--- config.mk ---
export PLATFORM = sky130hd
export DESIGN_NAME = chacha20_keystream_block_core
export DESIGN_NICKNAME = d
export VERILOG_FILES = /design/src/chacha_pkg.sv /design/src/chacha_ctrl.sv /design/src/chacha_dp.sv /design/src/chacha20_keystream_block_core.sv
export SDC_FILE = /design/constraint.sdc
export NUM_CORES = 2
export LEC_CHECK = 0
export BUFFER_PORTS_ARGS = -buffer_cell sky130_fd_sc_hd__buf_4
export CAP_MARGIN = 20
export CORE_MARGIN = 4
export CORE_UTILIZATION = 33
export DETAILED_ROUTE_END_ITERATION = 8
export PLACE_DENSITY = 0.58
export RECOVER_POWER = 25
export SYNTH_ARGS = -nofsm -noshare
export SYNTH_HDL_FRONTEND = slang
export SYNTH_SLANG_ARGS = --single-unit
--- constraint.sdc ---
create_clock -name clk -period 51 [get_ports clk]
set_input_delay 0 -clock clk [delete_from_list [all_inputs] [get_ports clk]]
set_output_delay 0 -clock clk [all_outputs]
set_load 0.01 [all_outputs]
--- src/chacha_pkg.sv ---
package chacha_pkg;

    localparam int DOUBLE_ROUNDS = 10;
    localparam int ROUNDS = 2 * DOUBLE_ROUNDS;
    localparam int ROUND_CNT_W = (ROUNDS > 1) ? $clog2(ROUNDS) : 1;

    localparam int WORDS = 16;
    localparam int WORD_IDX_W = 4;
    localparam int CFG_DATA_W = 64;
    localparam int CFG_IDX_W = 3;

    localparam logic [CFG_IDX_W-1:0] REG_KEY_0_1 = 3'd0;
    localparam logic [CFG_IDX_W-1:0] REG_KEY_2_3 = 3'd1;
    localparam logic [CFG_IDX_W-1:0] REG_KEY_4_5 = 3'd2;
    localparam logic [CFG_IDX_W-1:0] REG_KEY_6_7 = 3'd3;
    localparam logic [CFG_IDX_W-1:0] REG_NONCE_0_1 = 3'd4;
    localparam logic [CFG_IDX_W-1:0] REG_NONCE_2 = 3'd5;

    localparam logic [31:0] SIGMA_0 = 32'h6170_7865;
    localparam logic [31:0] SIGMA_1 = 32'h3320_646e;
    localparam logic [31:0] SIGMA_2 = 32'h7962_2d32;
    localparam logic [31:0] SIGMA_3 = 32'h6b20_6574;

    localparam logic [WORD_IDX_W-1:0] LAST_WORD_IDX = 4'd15;

    typedef logic [WORDS-1:0][31:0] state_t;

    typedef struct packed {
        logic load_init;
        logic do_round;
        logic diag;
        logic load_buf;
        logic shift_buf;
    } cmd_t;

    typedef struct packed {
        logic [31:0] a;
        logic [31:0] b;
        logic [31:0] c;
        logic [31:0] d;
    } quarter_t;

    function automatic quarter_t qround(input logic [31:0] a_in, input logic [31:0] b_in,
                                        input logic [31:0] c_in, input logic [31:0] d_in);
        quarter_t q;
        logic [31:0] t;
        q.a = a_in + b_in;
        t = d_in ^ q.a;
        q.d = {t[15:0], t[31:16]};
        q.c = c_in + q.d;
        t = b_in ^ q.c;
        q.b = {t[19:0], t[31:20]};
        q.a = q.a + q.b;
        t = q.d ^ q.a;
        q.d = {t[23:0], t[31:24]};
        q.c = q.c + q.d;
        t = q.b ^ q.c;
        q.b = {t[24:0], t[31:25]};
        return q;
    endfunction

endpackage

--- src/chacha_ctrl.sv ---
module chacha_ctrl
    import chacha_pkg::*;
(
    input  logic                  clk,
    input  logic                  rst_n,
    input  logic                  in_valid,
    output logic                  in_ready,
    output logic                  out_valid,
    input  logic                  out_ready,
    output logic [WORD_IDX_W-1:0] word_index,
    output logic                  last_word,
    output cmd_t                  cmd
);

    typedef enum logic [1:0] {
        ST_IDLE,
        ST_ROUND,
        ST_FINISH
    } state_t;

    state_t                 state_reg, state_next;
    logic [ROUND_CNT_W-1:0] round_cnt_reg, round_cnt_next;
    logic [WORD_IDX_W-1:0]  word_cnt_reg, word_cnt_next;
    logic                   out_valid_reg, out_valid_next;

    logic accept;
    logic pop;
    logic buf_free;
    logic rounds_done;

    assign pop = out_valid_reg && out_ready;
    assign buf_free = !out_valid_reg || (pop && word_cnt_reg == LAST_WORD_IDX);
    assign rounds_done = round_cnt_reg == ROUND_CNT_W'(ROUNDS - 1);
    assign in_ready = (state_reg == ST_IDLE) || (state_reg == ST_FINISH && buf_free);
    assign accept = in_valid && in_ready;

    assign out_valid = out_valid_reg;
    assign word_index = word_cnt_reg;
    assign last_word = word_cnt_reg == LAST_WORD_IDX;

    assign cmd.load_init = accept;
    assign cmd.do_round = state_reg == ST_ROUND;
    assign cmd.diag = round_cnt_reg[0];
    assign cmd.load_buf = state_reg == ST_FINISH && buf_free;
    assign cmd.shift_buf = pop;

    always_comb
    begin
        state_next = state_reg;
        round_cnt_next = round_cnt_reg;
        word_cnt_next = word_cnt_reg;
        out_valid_next = out_valid_reg;

        if (pop)
        begin
            word_cnt_next = word_cnt_reg + 1'b1;
            if (word_cnt_reg == LAST_WORD_IDX)
            begin
                out_valid_next = 1'b0;
            end
        end

        unique case (state_reg)
            ST_IDLE:
            begin
                if (accept)
                begin
                    state_next = ST_ROUND;
                    round_cnt_next = '0;
                end
            end
            ST_ROUND:
            begin
                if (rounds_done)
                begin
                    state_next = ST_FINISH;
                end
                else
                begin
                    round_cnt_next = round_cnt_reg + 1'b1;
                end
            end
            ST_FINISH:
            begin
                if (buf_free)
                begin
                    out_valid_next = 1'b1;
                    word_cnt_next = '0;
                    if (accept)
                    begin
                        state_next = ST_ROUND;
                        round_cnt_next = '0;
                    end
                    else
                    begin
                        state_next = ST_IDLE;
                    end
                end
            end
            default:
            begin
                state_next = ST_IDLE;
            end
        endcase
    end

    always_ff @(posedge clk or negedge rst_n)
    begin
        if (!rst_n)
        begin
            state_reg <= ST_IDLE;
            round_cnt_reg <= '0;
            word_cnt_reg <= '0;
            out_valid_reg <= 1'b0;
        end
        else
        begin
            state_reg <= state_next;
            round_cnt_reg <= round_cnt_next;
            word_cnt_reg <= word_cnt_next;
            out_valid_reg <= out_valid_next;
        end
    end

endmodule

--- src/chacha_dp.sv ---
module chacha_dp
    import chacha_pkg::*;
(
    input  logic                  clk,
    input  logic                  rst_n,
    input  logic                  cfg_we,
    input  logic [CFG_IDX_W-1:0]  cfg_index,
    input  logic [CFG_DATA_W-1:0] cfg_data,
    input  logic [31:0]           block_counter,
    input  cmd_t                  cmd,
    output logic [31:0]           keystream_word
);

    logic [63:0] key01_reg;
    logic [63:0] key23_reg;
    logic [63:0] key45_reg;
    logic [63:0] key67_reg;
    logic [63:0] nonce01_reg;
    logic [31:0] nonce2_reg;

    logic [31:0] counter_reg;
    state_t      work_reg, work_next;
    state_t      buf_reg, buf_next;
    state_t      round_out;
    state_t      init_new;
    state_t      init_cur;

    function automatic state_t make_init(input logic [31:0] ctr, input logic [63:0] k01,
                                         input logic [63:0] k23, input logic [63:0] k45,
                                         input logic [63:0] k67, input logic [63:0] n01,
                                         input logic [31:0] n2);
        state_t s;
        s[0] = SIGMA_0;
        s[1] = SIGMA_1;
        s[2] = SIGMA_2;
        s[3] = SIGMA_3;
        s[4] = k01[31:0];
        s[5] = k01[63:32];
        s[6] = k23[31:0];
        s[7] = k23[63:32];
        s[8] = k45[31:0];
        s[9] = k45[63:32];
        s[10] = k67[31:0];
        s[11] = k67[63:32];
        s[12] = ctr;
        s[13] = n01[31:0];
        s[14] = n01[63:32];
        s[15] = n2;
        return s;
    endfunction

    assign init_new = make_init(block_counter, key01_reg, key23_reg, key45_reg, key67_reg,
                                nonce01_reg, nonce2_reg);
    assign init_cur = make_init(counter_reg, key01_reg, key23_reg, key45_reg, key67_reg,
                                nonce01_reg, nonce2_reg);

    // A diagonal round is a column round on rows one to three rotated by their row number.
    always_comb
    begin
        logic [1:0] ib;
        logic [1:0] ic;
        logic [1:0] id;
        quarter_t   q;
        round_out = work_reg;
        for (int j = 0; j < 4; j++)
        begin
            ib = 2'(j) + {1'b0, cmd.diag};
            ic = 2'(j) + {cmd.diag, 1'b0};
            id = 2'(j) + {cmd.diag, cmd.diag};
            q = qround(work_reg[4'(j)], work_reg[{2'b01, ib}],
                       work_reg[{2'b10, ic}], work_reg[{2'b11, id}]);
            round_out[4'(j)] = q.a;
            round_out[{2'b01, ib}] = q.b;
            round_out[{2'b10, ic}] = q.c;
            round_out[{2'b11, id}] = q.d;
        end
    end

    always_comb
    begin
        work_next = work_reg;
        if (cmd.load_init)
        begin
            work_next = init_new;
        end
        else if (cmd.do_round)
        begin
            work_next = round_out;
        end
    end

    always_comb
    begin
        buf_next = buf_reg;
        if (cmd.load_buf)
        begin
            for (int i = 0; i < WORDS; i++)
            begin
                buf_next[i] = work_reg[i] + init_cur[i];
            end
        end
        else if (cmd.shift_buf)
        begin
            buf_next = buf_reg >> 32;
        end
    end

    assign keystream_word = buf_reg[0];

    always_ff @(posedge clk or negedge rst_n)
    begin
        if (!rst_n)
        begin
            key01_reg <= '0;
            key23_reg <= '0;
            key45_reg <= '0;
            key67_reg <= '0;
            nonce01_reg <= '0;
            nonce2_reg <= '0;
        end
        else if (cfg_we)
        begin
            unique case (cfg_index)
                REG_KEY_0_1:   key01_reg <= cfg_data;
                REG_KEY_2_3:   key23_reg <= cfg_data;
                REG_KEY_4_5:   key45_reg <= cfg_data;
                REG_KEY_6_7:   key67_reg <= cfg_data;
                REG_NONCE_0_1: nonce01_reg <= cfg_data;
                REG_NONCE_2:   nonce2_reg <= cfg_data[31:0];
                default:
                begin
                end
            endcase
        end
    end

    always_ff @(posedge clk)
    begin
        if (cmd.load_init)
        begin
            counter_reg <= block_counter;
        end
        work_reg <= work_next;
        buf_reg <= buf_next;
    end

endmodule

--- src/chacha20_keystream_block_core.sv ---
// Produces one 64-byte ChaCha20 keystream block per accepted block counter, using the key and
// nonce held in the configuration registers, and streams it as sixteen 32-bit words, word 0
// first, each to be serialised little-endian. The counter beat loads the initial state, the
// rounds then run one per cycle through four parallel mixing lanes, and a final step adds the
// initial state into the output buffer, from which the first word is presented. The next
// counter can be taken in the same cycle as that final addition, so a counter is taken while
// the previous block is still being streamed out; the final addition, and with it the
// following counter beat, waits until the consumer has taken the last word of the previous
// block. Configuration must be written only while no block is in flight; the block itself
// does not enforce this.
module chacha20_keystream_block_core
    import chacha_pkg::*;
(
    input  logic                  clk,
    input  logic                  rst_n,
    input  logic                  cfg_we,
    input  logic [CFG_IDX_W-1:0]  cfg_index,
    input  logic [CFG_DATA_W-1:0] cfg_data,
    input  logic                  in_valid,
    output logic                  in_ready,
    input  logic [31:0]           block_counter,
    output logic                  out_valid,
    input  logic                  out_ready,
    output logic [31:0]           keystream_word,
    output logic [WORD_IDX_W-1:0] word_index,
    output logic                  last_word
);

    cmd_t cmd;

    chacha_ctrl u_ctrl (
        .clk        (clk),
        .rst_n      (rst_n),
        .in_valid   (in_valid),
        .in_ready   (in_ready),
        .out_valid  (out_valid),
        .out_ready  (out_ready),
        .word_index (word_index),
        .last_word  (last_word),
        .cmd        (cmd)
    );

    chacha_dp u_dp (
        .clk            (clk),
        .rst_n          (rst_n),
        .cfg_we         (cfg_we),
        .cfg_index      (cfg_index),
        .cfg_data       (cfg_data),
        .block_counter  (block_counter),
        .cmd            (cmd),
        .keystream_word (keystream_word)
    );

endmodule

==> results.sh <==
export IMPL_slew_viol_final=670
export IMPL_layout_common_cells="1336 x nand2_1, 1055 x o21ai_0, 928 x edfxtp_1"
export IMPL_core_um2=328200
export IMPL_die_h_um=583.1
export IMPL_layout_worst_path_cycle_share=0.3897
export IMPL_die_area_um2=340000
export IMPL_hpwl_mm=582.0
export IMPL_start_util=0.3325
export IMPL_worstSetupPathType="flip-flop to flip-flop"
export IMPL_grt_usage=0.3929
export IMPL_clock_skew_ps=105.6
export IMPL_route_detailed_wl_per_inst_um=42.24
export IMPL_tightest_slew_ps=7722
export IMPL_fmax_mhz=50.31
export IMPL_drt_first_pass_iters=7
export IMPL_root_buffer="clkbuf_16"
export IMPL_cp_slowest_cell="xor2_2"
export IMPL_syn_area_um2=109100
export IMPL_yosys_warnings=0
export IMPL_viasPerCell=6.191
export IMPL_numCtsBuffers=180
export IMPL_synthDistinctLibCells=110
export IMPL_synth_nets=12500
export IMPL_hold_slack_ps=30.02
export IMPL_worstPathRequired_ps=51620
export IMPL_r2r_setup_slack_ps=31120
export IMPL_fin_tns_setup_ps=0
export IMPL_postRouteAntennaNets=0
export IMPL_cp_common_cell="a21oi_1"
export IMPL_routed_top_layer="met5"
export IMPL_cts_sinks=1420
export IMPL_clk_pin_slew_ps=70
export IMPL_min_path_cells=3
export IMPL_cpPeakStageDelay_ps=1040
export IMPL_wl_met1_mm=265.9
export IMPL_num_rows=210
export IMPL_io_pin_count=143
export IMPL_grt_first_pass_wirelength_mm=888.0
export IMPL_wl_mm=695.3
export IMPL_critPathCaptureType="flip-flop"
export IMPL_grt_max_degree=167
export IMPL_avgSynthCellArea_um2=9.488
export IMPL_final_nets=12890
export IMPL_cts_setup_buffers=0
export IMPL_violations="max-capacitance violations, max-slew violations"
export IMPL_start_kind="flip-flop"
export IMPL_final_common_cell="nand2_1"
export IMPL_syn_to_final_growth_pct=14.31
export IMPL_worst_path_max_fanout=56
export IMPL_met3_length_mm=81.52
export IMPL_cts_max_path_buffers=4
export IMPL_relSlewSlack=-4.148
export IMPL_hold_violations=0
export IMPL_antenna_found_initial=156
export IMPL_outcome="finished, violations left"
export IMPL_pre_cts_slack_ps=31950
export IMPL_drc_errors=0
export IMPL_gp_congestion=1.117
export IMPL_die_w_um=583.1
export IMPL_drive_above_1_share=0.1166
export IMPL_rsz0062_at_grt="no"
export IMPL_hp_class="primary input to flip-flop"
export IMPL_synthCells=11500
export IMPL_synth_seq_cells=1420
export IMPL_overflow=0
export IMPL_grt_pass1_vias=91980
export IMPL_met2_length_mm=281.9
export IMPL_async_flop_share=0.2563
export IMPL_cts_tree="yes"
export IMPL_largest_register_ffs=512
export IMPL_final_min_clock_period_ps=19880
export IMPL_yosysSeqAreaShare=0.3623
export IMPL_htreeDepth=4
export IMPL_synth_edf_count=928
export IMPL_worstSkewPairLatency_ps=960
export IMPL_dr_total_vias=101900
export IMPL_port_buffers=142
export IMPL_arrival_ps=20490
export IMPL_worst_slack_ps=31120
export IMPL_worst_r2r_cell_count=51
export IMPL_max_cap_viol_count=16
export IMPL_fin_util=0.3801
export IMPL_drt_iter0_drc=16240
export IMPL_ys_flop_type="edfxtp_1"
export IMPL_setup_viol=0
[critical path, delay by kind of cell (launching register included)]
kind,cells,cell delay (ps)
AOI/OAI and AO/OA,25,7900
xor gates and xnor gates,8,4300
adders and majority gates,8,2890
buffers and inverters,5,2670
DFF,1,640
and+or+nand+nor,4,620
muxes,1,350
[layout make-up]
type,instances,area [um^2]
multi-input combinational,9112,66550
tap,4346,5438
antenna,79,197.7
timing repair buffer,623,4996
inverter,550,2087
sequential,1420,39540
fill,33160,203400
clock inverter,74,830.8
clock buffer,255,5102
[cell usage after synthesis (34+ instances only)]
cell	count	area [um^2]
and2_1	42	262.8
xor2_1	530	4642
nor2_1	627	2354
dfxtp_1	128	2562
nand2_1	1338	5022
xnor2_1	817	7156
a21oi_1	703	3518
nand4_1	56	350.3
xnor3_1	34	765.7
and3_1	76	475.5
nand2b_1	82	513.0
o21a_1	78	585.6
a21boi_0	78	585.6
a22o_1	81	709.4
dfrtp_1	364	9109
mux2i_1	362	3623
o21ai_0	1060	5305
o31ai_1	114	855.8
nand3_1	157	785.8
a21o_1	246	1847
o22a_1	39	341.6
o21bai_1	95	713.2
a211oi_1	55	412.9
edfxtp_1	928	27870
nor2b_1	108	675.7
buf_1	43	161.4
mux2_2	524	5901
o211ai_1	49	367.9
ha_1	866	10840
or3_1	59	369.1
inv_1	548	2057
a31oi_1	63	394.1
nor3_1	191	955.9
clkbuf_1	341	1280
[layer usage]
layer | vias up | track usage
met5 | - | 0
li1 | 42570 | -
met2 | 6852 | 0.5576
met4 | 42 | 0.3038
met1 | 50860 | 0.4887
met3 | 1577 | 0.1307
[final timing paths]
check | start | end
max | u_ctrl.round_cnt_reg[0] | u_dp.work_reg[196]
min | cfg_data[55] | u_dp.key67_reg[55]
max reg2reg | u_ctrl.round_cnt_reg[0] | u_dp.work_reg[196]
min reg2reg | u_dp.buf_reg[458] | u_dp.buf_reg[426]
max in group asynchronous | rst_n | u_dp.key01_reg[8]
min in group asynchronous | rst_n | u_dp.nonce01_reg[51]
[through the flow]
step                area (um^2)  std cells
finish                   124700      16460
global route             124600      16400
CTS                      124600      16350
detailed placement       117200      15880
global placement         116900      15840
floorplan                109100      11500
[what timing repair did]
item | in CTS | in global routing
setup endpoints to repair | 0 | 0
gates resized for setup | 0 | 0
hold buffers | 140 | 0
endpoints found under the hold margin | 699 | 0
[logic make-up after synthesis]
kind of cell	count (synthesis)	share of synthesized area
multiplexers	886	0.08727
buffers and inverters	970	0.03457
flip-flops	1420	0.3623
AO/OA/AOI/OAI	3054	0.1766
AND/OR/NAND/NOR	2884	0.1179
XOR/XNOR	1386	0.1161
adder cells (fa/ha/maj)	902	0.1052
Power is not shown: default switching activity piles up to over one toggle a cycle in this logic, so the estimate is an artifact.
